**src/rtl/adf_pkg.sv**
```systemverilog
// Package of the average and peak frequency core: constants, types and the twiddle function.
// Depends on nothing.
`timescale 1ns / 1ps
`default_nettype none
package adf_pkg;

   localparam int DEF_MA_TAPS     = 10;
   localparam int DEF_FFT_POINTS  = 256;
   localparam int DEF_SAMPLE_BITS = 16;

   localparam int OFF_W     = 16;
   localparam int THR_W     = 24;
   localparam int RATE_W    = 16;
   localparam int CSR_W     = 24;
   localparam int CSR_IDX_W = 2;
   localparam int BIN_OUT_W = 7;
   localparam int FREQ_W    = 23;
   localparam int TW_W      = 18;
   localparam int TW_FRAC   = 17;

   localparam logic [CSR_IDX_W-1:0] CSR_GRAVITY_OFFSET = 2'd0;
   localparam logic [CSR_IDX_W-1:0] CSR_PEAK_THRESHOLD = 2'd1;
   localparam logic [CSR_IDX_W-1:0] CSR_SAMPLE_RATE    = 2'd2;

   localparam logic signed [OFF_W-1:0] GRAVITY_RESET   = 16'sd4098;
   localparam logic [THR_W-1:0]        THRESHOLD_RESET = 24'd4098;
   localparam logic [RATE_W-1:0]       RATE_RESET      = 16'd104;

   localparam logic [63:0] HALF_PI_Q30 = 64'd1686629713;
   localparam logic [63:0] TW_MAX      = 64'd131071;

   typedef enum logic [3:0] {
      ST_IDLE,
      ST_DIV,
      ST_PEAK_INIT,
      ST_BIN_START,
      ST_RUN,
      ST_DRAIN,
      ST_MAG,
      ST_SQUARE,
      ST_CMP,
      ST_HOLD,
      ST_OUT
   } ctrl_state_type;

   typedef struct packed {
      logic accept;
      logic div_step;
      logic peak_start;
      logic bin_clear;
      logic mac_issue;
      logic mag;
      logic square;
      logic cmp;
      logic hold;
      logic load_out;
   } dp_cmd_type;

   typedef struct packed {
      logic spec_due;
      logic n_last;
      logic pipe_empty;
      logic bin_last;
   } dp_status_type;

   // Quarter-wave sine in Q17 from the Q30 angle, by a nine term Taylor series.
   function automatic logic [TW_W-1:0] tw_q17(input logic [63:0] x);
      logic [63:0] x2;
      logic [63:0] t;
      logic signed [63:0] acc;
      x2  = (x * x) >> 30;
      t   = x;
      acc = signed'(x);
      t   = ((t * x2) >> 30) / 64'd6;
      acc = acc - signed'(t);
      t   = ((t * x2) >> 30) / 64'd20;
      acc = acc + signed'(t);
      t   = ((t * x2) >> 30) / 64'd42;
      acc = acc - signed'(t);
      t   = ((t * x2) >> 30) / 64'd72;
      acc = acc + signed'(t);
      t   = ((t * x2) >> 30) / 64'd110;
      acc = acc - signed'(t);
      t   = ((t * x2) >> 30) / 64'd156;
      acc = acc + signed'(t);
      t   = ((t * x2) >> 30) / 64'd210;
      acc = acc - signed'(t);
      t   = ((t * x2) >> 30) / 64'd272;
      acc = acc + signed'(t);
      if (acc < 0) begin
         acc = 64'sd0;
      end
      acc = (acc + 64'sd4096) >>> 13;
      if (acc > signed'(TW_MAX)) begin
         acc = signed'(TW_MAX);
      end
      return acc[TW_W-1:0];
   endfunction

endpackage
`default_nettype wire

```
**src/rtl/adf_ctrl.sv**
```systemverilog
// Controller state machine that sequences the datapath and owns both handshakes.
// Depends on adf_pkg.
`timescale 1ns / 1ps
`default_nettype none
module adf_ctrl (
   input  wire logic                   clock,
   input  wire logic                   reset,
   input  wire logic                   req_valid,
   output logic                        req_ready,
   output logic                        rsp_valid,
   input  wire logic                   rsp_ready,
   output adf_pkg::dp_cmd_type         cmd,
   input  wire adf_pkg::dp_status_type status
);
   import adf_pkg::*;

   ctrl_state_type state_ff, state_in;
   logic           rsp_valid_ff, rsp_valid_in;

   always_ff @(posedge clock) begin
      if (reset) begin
         state_ff     <= ST_IDLE;
         rsp_valid_ff <= 1'b0;
      end else begin
         state_ff     <= state_in;
         rsp_valid_ff <= rsp_valid_in;
      end
   end

   always_comb begin
      state_in     = state_ff;
      cmd          = '0;
      req_ready    = 1'b0;
      rsp_valid_in = rsp_valid_ff && !rsp_ready;
      case (state_ff)
         ST_IDLE: begin
            req_ready = 1'b1;
            if (req_valid) begin
               cmd.accept = 1'b1;
               state_in   = ST_DIV;
            end
         end
         ST_DIV: begin
            cmd.div_step = 1'b1;
            state_in     = status.spec_due ? ST_PEAK_INIT : ST_OUT;
         end
         ST_PEAK_INIT: begin
            cmd.peak_start = 1'b1;
            state_in       = ST_BIN_START;
         end
         ST_BIN_START: begin
            cmd.bin_clear = 1'b1;
            state_in      = ST_RUN;
         end
         ST_RUN: begin
            cmd.mac_issue = 1'b1;
            if (status.n_last) begin
               state_in = ST_DRAIN;
            end
         end
         ST_DRAIN: begin
            if (status.pipe_empty) begin
               state_in = ST_MAG;
            end
         end
         ST_MAG: begin
            cmd.mag  = 1'b1;
            state_in = ST_SQUARE;
         end
         ST_SQUARE: begin
            cmd.square = 1'b1;
            state_in   = ST_CMP;
         end
         ST_CMP: begin
            cmd.cmp  = 1'b1;
            state_in = status.bin_last ? ST_HOLD : ST_BIN_START;
         end
         ST_HOLD: begin
            cmd.hold = 1'b1;
            state_in = ST_OUT;
         end
         ST_OUT: begin
            if (!rsp_valid_ff || rsp_ready) begin
               cmd.load_out = 1'b1;
               rsp_valid_in = 1'b1;
               state_in     = ST_IDLE;
            end
         end
         default: begin
            state_in = ST_IDLE;
         end
      endcase
   end

   assign rsp_valid = rsp_valid_ff;
endmodule
`default_nettype wire

```
**config.mk**
```make
export PLATFORM = sky130hd
export DESIGN_NAME = adf_ctrl
export DESIGN_NICKNAME = d
export VERILOG_FILES = /design/src/rtl/adf_pkg.sv /design/src/rtl/adf_ctrl.sv
export SDC_FILE = /design/constraint.sdc
export NUM_CORES = 1
export LEC_CHECK = 0
export ABC_AREA = 1
export ABC_CLOCK_PERIOD_IN_PS = 2000
export CORE_MARGIN = 2
export CORE_UTILIZATION = 30
export DETAILED_ROUTE_END_ITERATION = 8
export DONT_BUFFER_PORTS = 1
export GPL_TIMING_DRIVEN = 0
export PLACE_DENSITY = 0.5
export RECOVER_POWER = 100
export SLEW_MARGIN = 5
export SYNTH_ARGS = -nofsm -noshare
export SYNTH_HDL_FRONTEND = slang
export SYNTH_SLANG_ARGS = --single-unit
export TNS_END_PERCENT = 20
```
**constraint.sdc**
```tcl
create_clock -name clock -period 2 [get_ports clock]
set_input_delay 0.2 -clock clock [delete_from_list [all_inputs] [get_ports clock]]
set_output_delay 0.2 -clock clock [all_outputs]
set_load 0.02 [all_outputs]
```
Word-level counts from Yosys, hierarchy flattened. Cells that the tools add are included.

Equal/unequal tests: 14. Muxes and demuxes: 22. Reductions and logical operators: 6.

Operators by type and width (count): case mux 4 bit (11 select lines) (1); two-way mux 4 bit (6); == test 4 x 3 -> 1 bit, second input constant (4); two-way mux 1 bit (15); == test 4 bit, second input constant (3); == test 4 x 2 -> 1 bit, second input constant (2); inequality test 2 bit, second input constant (4); == test 4 x 1 -> 1 bit, second input constant (1); logical NOT 4 bit (1); AND reduction 4 bit (1); logical NOT 1 bit (2); logical AND 1 bit (1); logical OR 1 bit (1).

Register bits: 5. Bits of input ports: 8. Output and inout port bits: 12. Logic and storage cells: 44.

Depth between registers and ports, before layout. Gate-level depths: netlist (run 1).

Depth in word-level cells: 4. Gate-level depth with buffers: 8.

Least setup slack after synthesis (run 1). Ideal clock, no wire load.

Path type: reg-to-reg. From: register state_ff[0]. To: register state_ff[3]. Library setup time: 0.056 ns. Arrival time: 1.271 ns. Path slack: 0.673 ns. Cell stages (with the launch flop): 7. Buffers on the path: 0. Clock period less this slack: 1.327 ns. Cells stage by stage: dfxtp_1 -> nand2_1 -> nor3_1 -> nor2_1 -> nand4_1 -> nand2_1 -> inv_1.

Longest elaborated chain between the ends: 3. Elaborated cells on any way between the ends: 17. Classes of those cells: 14 x eq/ne; 1 x mux; 2 x reduce/logical.

RTL lines: start: declaration (RTL line adf_ctrl.sv:17) `ctrl_state_type state_ff, state_in;`; start signal: assignment (RTL line adf_ctrl.sv:25) `state_ff <= state_in;`; == test 4 bit (tied with other cells) (RTL line adf_ctrl.sv:35) `case (state_ff)`; inequality test 2 bit (no line); AND reduction 4 bit (no line).

Parallel ways exist; a longest one is shown, timed or not. A chain may end at the register's enable or synchronous reset.

==> impl_metrics.csv, run 1 <==
group,metric,value,unit
outcome,outcome,"complete, no violations",
global_route,grt_pass1_wl,1390,um
sta,hold_ws,23.1,ps
yosys,ys_top_cells_by_area,"dfxtp_1 26%, nand2_1 20%, inv_1 16%",
global_route,grt_pass1_vias,338,
worst_setup_path,crit_path_start_kind,"flop",
yosys,synth.avg_cell_area,5.29,sq um
layout,stdcell_count,93,
worst_setup_path,reg2reg_from,"state_ff[0]",
sta,layout_min_cycle_time,1520,ps
worst_setup_path,required,1800,ps
worst_setup_path,worstSetupEndpointType,"output port",
clock_network,cts.clk_slew.worst_paths,40,ps
yosys,synth_warnings,0,
placed_design,place.gp.congestion,0.691,
floorplanning,die_area,0.00161,sq mm
layout,area_growth,8.95,%
placed_design,io_buffers,0,
placed_design,dp.cells,89,
worst_setup_path,critPathArrivalTime,1320,ps
sta,finalHoldViolations,0,
job,maxCapViolations,0,
pwr,peakVddDrop,362,uV
worst_setup_path,r2r_slack,570,ps
clock_network,cts_buffers,3,
sta,max_clock_freq,659,MHz
worst_setup_path,worst-path-max-fanout,4,
detailed_routing,drt-pass1-iter-count,2,
sta,tightest_slew,703,ps
floorplanning,core-area,0.00125,sq mm
detailed_routing,drtAntennaViolNets,0,
yosys,syn-cell-area,392,sq um
layout,final_util,0.341,
floorplanning,die_h,40.1,um
sta,fin_ws,482,ps
placed_design,dpl.hpwl,747,um
yosys,synth_fp_nets,82,
sta,finClkSkew,0.379,ps
layout,mostFrequentLayoutCells,"22 x nand2_1, 18 x inv_1, 15 x nor2_1, 5 x dfxtp_1",
layout,final_common_cell,"nand2_1",
sta,fin_crit_sh,0.759,
floorplanning,dieWidth,40.1,um
clock_network,postCtsHoldBufs,0,
sta,rsz0062_at_grt,"false",
yosys,synth_cell_types,13,
worst_setup_path,worstSetupPathType,"reg -> out",
clock_network,h-tree-depth,1,
clock_network,insertion_delay,240,ps
clock_network,cts.repair.resized,0,
clock_network,clock_sinks,5,
clock_network,cts_tree,"built",
worst_setup_path,path_cells,"inv_2, nor2_1, inv_1, nor2_1",
placed_design,place_area,410,sq um
sta,setup_viol,0,
clock_network,ctsRootBufferMaster,"clkbuf_4",
clock_network,post_cts_buffers,0,
detailed_routing,routedWlPerCell,9.74,um
yosys,yosysTopAreaCellShare,0.256,
worst_setup_path,critical-path-top-delay-family,"simple AND/OR/NAND/NOR gates",
pwr,power.density,1320,mW/mm^2
layout,final_area,427,sq um
yosys,yosys.area.top_type,"dfxtp_1",
yosys,synth_seq_cells,5,
sta,maxSlewHeadroom,0.528,
layout,fin_nets,87,
worst_hold_path,hold_start,"reset",
detailed_routing,first_iter_violations,5,
global_route,grt_max_degree,6,
worst_setup_path,max_stage_delay,400,ps
worst_hold_path,holdPathStages,1,
detailed_routing,viasPerCell,4.29,
placed_design,place_ws,552,ps
floorplanning,ios,20,
yosys,synthCells,74,
worst_setup_path,crit_buf_inv,2,
yosys,yosysSeqAreaShare,0.256,
worst_hold_path,hold_path_class,"in -> reg",
detailed_routing,post-route-drc-count,0,
worst_setup_path,cp_common_cell,"nor2_1",
layout,antenna_cells,0,
floorplanning,initial_core_util,0.313,
layout,layout-drive-gt1-share,0.0769,
sta,setup_tns,0,ps
detailed_routing,vias,399,
clock_network,cts_buffer_depth,2,
worst_hold_path,holdPathEnd,"state_ff[2]",
worst_setup_path,worstReg2RegEnd,"state_ff[3]",
pwr,leakage,0.256,nW
pwr,finalPower,0.564,mW
floorplanning,row_count,13,
global_route,globalRouteTotalUtil,0.131,
detailed_routing,drt-total-wl,906,um
global_route,grt_antenna_before_repair,0,
worst_setup_path,rr_worst_depth,8,
sta,report.final.slew_viol_count,0,
global_route,gr-total-overflow,0,
worst_setup_path,slowest_stage,"dfxtp_1",
-- layer usage --
metal	global-route usage	routed length (um)
met1	0.166	427
met2	0.194	433
met3	0.0222	39
met4	0.103	6
met5	0	0
-- area by class of cell --
cell class              instances  area [sq um]
inverters                      19          71.3
multi-input cells              50           210
flip-flops and latches          5           100
fillers                       152           826
clock buffers                   4          26.3
well taps                      15          18.8
-- cell families (layout without fill, tap and decap cells) --
group                  count (synthesis)  after routing  share of synthesized area
AO/OA/AOI/OAI                          4              4                     0.0511
AND/OR/NAND/NOR                       46             46                      0.511
buffers and inverters                 19             23                      0.182
flip-flops                             5              5                      0.256
-- cell usage after synthesis --
cell	count
a21oi_1	3
dfxtp_1	5
inv_1	17
inv_2	2
nand2_1	21
nand2_2	1
nand3_1	3
nand3b_1	1
nand4_1	1
nor2_1	12
nor2_2	5
nor3_1	2
o21ai_0	1
-- worst max-delay path by stage --
stage                            from           to  slack [ps]  cells after the start
after floorplan           state_ff[0]  state_ff[3]         670                      6
after global placement    state_ff[1]  state_ff[3]         550                      6
after detailed placement  state_ff[1]  state_ff[3]         550                      6
after CTS                 state_ff[2]       cmd[0]         450                      3
after global routing      state_ff[0]       cmd[3]         380                      2
final                     state_ff[0]       cmd[1]         480                      4
-- registers in the layout, summed over array words and instances, names as in the netlist --
name       flops
rsp_valid      1
state_ff       4
-- worst register-to-register path, stage by stage, from the launching register on --
cell	delay, ps
dfxtp_1	400
inv_2	50
nor2_1	200
inv_1	80
nor2_1	350
nand2_1	100
nand4_1	110
nand2_1	50
inv_1	40
-- power breakdown --
group	internal (mW)	switching [mW]	total (mW)
combinational	0.0746	0.222	0.297
sequential	0.123	0.0274	0.151
clock	0.0754	0.0417	0.117
(Power assumes the default switching activity.)
==> run 2, diff against run 1 <==
--- a/config.mk
+++ b/config.mk
@@ -6,13 +6,13 @@
 export NUM_CORES = 1
 export LEC_CHECK = 0
 export ABC_AREA = 1
-export ABC_CLOCK_PERIOD_IN_PS = 2000
+export ABC_CLOCK_PERIOD_IN_PS = 1360
 export CORE_MARGIN = 2
 export CORE_UTILIZATION = 30
 export DETAILED_ROUTE_END_ITERATION = 8
 export DONT_BUFFER_PORTS = 1
 export GPL_TIMING_DRIVEN = 0
-export PLACE_DENSITY = 0.5
+export PLACE_DENSITY = 0.51
 export RECOVER_POWER = 100
 export SLEW_MARGIN = 5
 export SYNTH_ARGS = -nofsm -noshare
==> constraint.sdc (replaced) <==
create_clock -name clock -period 1.36 [get_ports clock]
set_input_delay 0.136 -clock clock [delete_from_list [all_inputs] [get_ports clock]]
set_output_delay 0.136 -clock clock [all_outputs]
set_load 0.02 [all_outputs]
==> run 2 against run 1 <==
- clock skew hardly changed
- non-clock buffer count is 1 higher
- power is 56% higher
- wire length is 4.1% higher
- critical path depth stayed put
- sequential power is 52% higher
- clock power is 43% higher
- largest power group unchanged
==> impl_metrics.csv, run 2 (same netlist as run 1, synthesis figures left out) <==
group,metric,value,unit
sta,fin_ws,30.2,ps
worst_setup_path,path_cells,"inv_2, nor2_2, inv_1, nor2_2",
placed_design,io_buffers,0,
layout,ff_latch_area,100,sq um
clock_network,insertion_delay,240,ps
clock_network,clock_sinks,5,
worst_setup_path,crit_end,"cmd[1]",
worst_setup_path,cp_common_cell,"nor2_2",
pwr,p_sw,0.462,mW
clock_network,post_cts_buffers,0,
layout,layout-drive-gt1-share,0.215,
pwr,p_clk_frac,0.190,
global_route,grt_max_degree,6,
worst_setup_path,critical-path-top-delay-family,"flip-flops",
floorplanning,dieWidth,40.1,um
detailed_routing,drt-pass1-iter-count,2,
sta,layout_min_cycle_time,1330,ps
clock_network,h-tree-depth,1,
layout,multi_input_area,251,sq um
worst_setup_path,reg2reg_from,"state_ff[2]",
floorplanning,ios,20,
outcome,outcome,"complete, no violations",
sta,finalHoldViolations,0,
layout,antenna_cells,0,
worst_setup_path,critPathArrivalTime,1190,ps
floorplanning,initial_core_util,0.313,
detailed_routing,first_iter_violations,5,
global_route,grt_pass1_vias,329,
worst_setup_path,max_stage_delay,420,ps
worst_hold_path,hold_path_class,"in -> reg",
clock_network,cts_buffer_depth,2,
sta,finClkSkew,0.0666,ps
layout,num-fill-cells,145,
worst_setup_path,slowest_stage,"dfxtp_1",
worst_setup_path,worst-path-max-fanout,4,
clock_network,ctsRootBufferMaster,"clkbuf_4",
layout,fin_nets,88,
detailed_routing,vias,417,
layout,regMostFlops,"state_ff",
worst_setup_path,crit_path_start_kind,"flop",
placed_design,place_area,410,sq um
clock_network,cts.clk_slew.worst_paths,40,ps
worst_setup_path,worstSetupPathType,"reg -> out",
worst_setup_path,crit_buf_inv,2,
placed_design,place.gp.congestion,0.697,
worst_setup_path,rr_worst_depth,8,
clock_network,cts_buffers,3,
sta,setup_viol,0,
sta,hold_ws,40.5,ps
global_route,gr-total-overflow,0,
pwr,p_int,0.419,mW
layout,largest_register_ffs,4,
worst_setup_path,critPathLaunch,"state_ff[0]",
sta,report.final.slew_viol_count,0,
detailed_routing,drt-total-wl,943,um
pwr,switching_share,0.524,
clock_network,cts_tree,"built",
layout,final_common_cell,"nand2_1",
worst_setup_path,r2r_slack,80,ps
sta,fin_crit_sh,0.978,
worst_setup_path,cp.depth,4,
layout,final_util,0.382,
sta,maxSlewHeadroom,0.711,
detailed_routing,routedWlPerCell,10.0,um
floorplanning,die_area,0.00161,sq mm
sta,tightest_slew,432,ps
pwr,seqPwrFrac,0.261,
worst_setup_path,worstReg2RegEnd,"state_ff[1]",
global_route,globalRouteTotalUtil,0.128,
placed_design,place_ws,-113,ps
floorplanning,core-area,0.00125,sq mm
detailed_routing,viasPerCell,4.44,
job,maxCapViolations,0,
pwr,pwr-share-comb,0.549,
pwr,peakVddDrop,584,uV
floorplanning,row_count,13,
pwr,leakage,0.263,nW
global_route,grt_antenna_before_repair,0,
sta,rsz0062_at_grt,"true",
layout,mostFrequentLayoutCells,"21 x nand2_1, 17 x inv_1, 8 x nor2_1, 8 x nor2_2, 5 x dfxtp_1",
placed_design,dpl.hpwl,751,um
layout,area_growth,22.0,%
detailed_routing,drtAntennaViolNets,0,
layout,final_area,478,sq um
worst_setup_path,worstSetupEndpointType,"output port",
floorplanning,die_h,40.1,um
worst_setup_path,required,1220,ps
sta,max_clock_freq,752,MHz
sta,setup_tns,0,ps
global_route,grt_pass1_wl,1370,um
pwr,power.density,1840,mW/mm^2
detailed_routing,post-route-drc-count,0,
-- run 2: final cells by class --
cell class                 count  share of cell area
clock buffer                   4              0.0550
inverter                      19               0.149
multi-input combinational     50               0.526
sequential                     5               0.209
tap                           15              0.0393
timing repair buffer           1              0.0209
-- run 2: per-layer routing --
layer  part of all wire  track usage  vias to the layer above
met3              0.047       0.0389                        0
met5                  0            0                        -
met4                  0       0.0517                        0
li1                   -            -                      226
met2               0.51        0.194                        9
met1               0.45        0.166                      182
-- run 2: worst min path at each step --
| stage | depth (start not counted) | start | endpoint |
|---|---|---|---|
| after global placement | 1 | reset | state_ff[2] |
| after detailed placement | 1 | reset | state_ff[1] |
| after floorplan | 1 | reset | state_ff[0] |
| after global routing | 3 | reset | state_ff[3] |
| final | 3 | reset | state_ff[3] |
| after CTS | 3 | reset | state_ff[3] |
-- run 2: timing repair --
action                                 CTS  global route
setup endpoints to repair                6             8
endpoints found under the hold margin    4             0
gates resized for setup                  6             2
pin swaps                                0             1
hold buffers                             1             0
-- run 2: stage by stage --
stage,cells,total power [mW]
6_report,94,0.880
5_1_grt,94,0.979
4_1_cts,94,0.878
3_5_place_dp,89,0.676
3_3_place_gp,89,0.672
2_1_floorplan,74,0.606
-- run 2: worst min-delay path: cells and delay by family --
family                 cells  cell delay (ps)
buffers and inverters      2               70
AND/OR/NAND/NOR            1               40
-- run 2: power by group through the flow --
| stage | logic [mW] | clock network (mW) | registers [mW] |
|---|---|---|---|
| floorplan | 0.385 | 0 | 0.221 |
| global placement | 0.444 | 0 | 0.227 |
| detailed placement | 0.446 | 0 | 0.230 |
| CTS | 0.470 | 0.178 | 0.230 |
| global route | 0.547 | 0.194 | 0.239 |
| finish | 0.483 | 0.167 | 0.229 |
==> run 3, diff against run 2 <==
--- a/config.mk
+++ b/config.mk
@@ -5,14 +5,13 @@
 export SDC_FILE = /design/constraint.sdc
 export NUM_CORES = 1
 export LEC_CHECK = 0
-export ABC_AREA = 1
 export ABC_CLOCK_PERIOD_IN_PS = 1360
 export CORE_MARGIN = 2
-export CORE_UTILIZATION = 30
+export CORE_UTILIZATION = 25
 export DETAILED_ROUTE_END_ITERATION = 8
 export DONT_BUFFER_PORTS = 1
 export GPL_TIMING_DRIVEN = 0
-export PLACE_DENSITY = 0.51
+export PLACE_DENSITY = 0.46
 export RECOVER_POWER = 100
 export SLEW_MARGIN = 5
 export SYNTH_ARGS = -nofsm -noshare
==> run 3 against run 2 <==
- the run now ends with setup timing left
- flip-flop and latch count unchanged
- hold slack gained 17 ps
- clock power is 5% higher
- utilization increased by 7.1 points
- clock skew about the same
- critical endpoint is now cmd[9]
==> impl_metrics.csv, run 3 <==
group,metric,value,unit
sta,rsz0062_at_grt,"true",
global_route,gr-total-overflow,0,
yosys,synthCells,55,
yosys,ys_top_cells_by_area,"dfxtp_1 24%, nor2_1 6.2%, nand2b_1 5.9%",
worst_setup_path,crit_buf_inv,2,
detailed_routing,top_layer,"met4",
clock_network,clock_sinks,5,
sta,fin_ws,-142,ps
worst_setup_path,path_cells,"buf_6, buf_8, nor4_4, and2_4",
yosys,synth_warnings,0,
layout,largest_register_ffs,4,
pwr,leakage,0.269,nW
global_route,grt_pass1_vias,459,
yosys,synth_flop_cell,"dfxtp_1",
global_route,grt_antenna_before_repair,0,
clock_network,cts.clk_slew.worst_paths,40,ps
placed_design,place_area,463,sq um
layout,fin_nets,80,
detailed_routing,drtAntennaViolNets,0,
yosys,synth_fp_nets,63,
yosys,synth_common_cells,"7 x nor2_1, 5 x dfxtp_1, 4 x nand2b_1, 4 x nor3_1",
yosys,yosysTopAreaCellShare,0.237,
layout,antenna_cells,0,
yosys,synth_seq_cells,5,
yosys,yosys.area.top_type,"dfxtp_1",
placed_design,place.gp.congestion,0.749,
floorplanning,row_count,14,
worst_setup_path,worst-path-max-fanout,8,
floorplanning,die_h,45.1,um
global_route,globalRouteTotalUtil,0.142,
worst_setup_path,max_stage_delay,300,ps
yosys,yosysSeqAreaShare,0.237,
clock_network,cts_buffer_depth,2,
layout,final_area,698,sq um
pwr,power.density,2060,mW/mm^2
sta,fin_crit_sh,1.10,
sta,finalHoldViolations,0,
yosys,synthArstFlopShare,0,
floorplanning,ios,20,
layout,area_growth,65.1,%
clock_network,cts_buffers,3,
clock_network,h-tree-depth,1,
outcome,violations,"setup timing",
layout,regMostFlops,"state_ff",
sta,maxSlewHeadroom,0.730,
worst_setup_path,required,1220,ps
detailed_routing,drt-pass1-iter-count,4,
sta,setup_tns,-360,ps
placed_design,dpl.hpwl,791,um
sta,setup_viol,8,
floorplanning,core-area,0.00154,sq mm
layout,final_common_cell,"buf_4",
detailed_routing,vias,454,
sta,max_clock_freq,666,MHz
worst_setup_path,slowest_stage,"dfxtp_1",
outcome,outcome,"finished, violations left",
floorplanning,initial_core_util,0.274,
floorplanning,die_area,0.00204,sq mm
detailed_routing,post-route-drc-count,0,
layout,mostFrequentLayoutCells,"10 x buf_4, 4 x nand2b_1",
clock_network,insertion_delay,240,ps
sta,report.final.slew_viol_count,0,
clock_network,ctsRootBufferMaster,"clkbuf_4",
yosys,synth_cell_types,30,
pwr,peakVddDrop,704,uV
detailed_routing,routedWlPerCell,14.0,um
placed_design,io_buffers,0,
worst_setup_path,worstSetupPathType,"reg -> out",
worst_hold_path,hold_path_class,"in -> reg",
detailed_routing,first_iter_violations,11,
sta,finClkSkew,0.347,ps
detailed_routing,drt-met1-wl,527,um
detailed_routing,viasPerCell,5.22,
job,maxCapViolations,0,
worst_setup_path,critPathArrivalTime,1370,ps
worst_setup_path,critical-path-top-delay-family,"simple AND/OR/NAND/NOR gates",
clock_network,cts_tree,"built",
worst_setup_path,crit_path_start_kind,"flop",
yosys,synth.avg_cell_area,7.69,sq um
floorplanning,dieWidth,45.1,um
detailed_routing,met2_length,603,um
detailed_routing,wl_met3,76,um
global_route,grt_max_degree,11,
sta,layout_min_cycle_time,1500,ps
yosys,syn-cell-area,423,sq um
worst_setup_path,worstSetupEndpointType,"output port",
detailed_routing,drt-total-wl,1220,um
sta,tightest_slew,402,ps
yosys,synth_edf_count,0,
yosys,post-synth-top-count-cell,"nor2_1",
layout,layout-drive-gt1-share,0.521,
global_route,grt_pass1_wl,2040,um
-- run 3: changes by cell type after synthesis, moves of 3 or more --
cell | before | now
inv_1 | 17 | 2
nand2b_1 | 0 | 4
nand3_1 | 3 | 0
nor2_1 | 12 | 7
nor2_2 | 5 | 0
nand2_1 | 21 | 3
-- run 3: worst register-to-register path, stage by stage, from the launching register on --
cell and delay (ps):
dfxtp_2 320, buf_6 120, buf_12 130, nor3_1 250, a2111oi_1 100, o31a_1 310
-- run 3: logic make-up (layout without fill, tap and decap cells) --
kind of cell | Yosys count | after routing | synth area share
and+or+nand+nor | 28 | 28 | 0.382
muxes | 1 | 1 | 0.0237
xor gates and xnor gates | 2 | 2 | 0.0414
AOI/OAI and AO/OA | 12 | 12 | 0.225
DFF | 5 | 5 | 0.237
buffers and inverters | 7 | 23 | 0.0917
-- run 3: what timing repair did --
| action | CTS | global route |
|---|---|---|
| gates resized for setup | 28 | 6 |
| buffers inserted | 10 | 1 |
| hold buffers | 1 | 0 |
| pin swaps | 3 | 2 |
| endpoints found under the setup margin | 12 | 11 |
| endpoints found under the hold margin | 1 | 0 |
| gates cloned | 0 | 0 |
-- run 3: stage by stage --
step           power (mW)  hold WS [ps]  cells  worst slack [ps]  utilization
2_1_floorplan       0.811           205     55             -5.95            -
3_3_place_gp        0.903           207     71              -131        0.300
3_5_place_dp        0.905           208     71              -122        0.300
4_1_cts              1.41          51.3     86              -158        0.441
5_1_grt              1.54          51.2     87              -213        0.453
6_report             1.44          57.2     87              -142        0.453
-- run 3: power by group --
part | internal [mW] | switching (mW) | total, mW | leakage, nW
logic | 0.485 | 0.529 | 1.01 | 0.212
clock network | 0.111 | 0.0646 | 0.176 | 0.0150
registers | 0.198 | 0.0495 | 0.248 | 0.0425
-- run 3: layout make-up --
cell class                 instances  area, sq um
sequential                         5          106
inverter                           2         12.5
fill                             161          843
tap                               16         20.0
multi-input combinational         43          370
timing repair buffer              12          105
buffer                             5         57.6
clock buffer                       4         26.3
-- run 3: path summary, 6_finish.rpt --
check / depth (start not counted) / slack (ps) / to / startpoint
worst max-delay path: 4 / -140 / cmd[9] / state_ff[0]
worst max register to register: 5 / 10 / state_ff[0] / state_ff[2]
worst min register to register: 2 / 620 / rsp_valid / state_ff[2]
worst min-delay path: 2 / 60 / state_ff[2] / reset
-- run 3: metal layers --
layer / vias to the layer above / global-route usage
met2: 11 / 0.223
li1: 230 / -
met1: 211 / 0.171
met3: 2 / 0.0640
met5: - / 0
met4: 0 / 0.0529
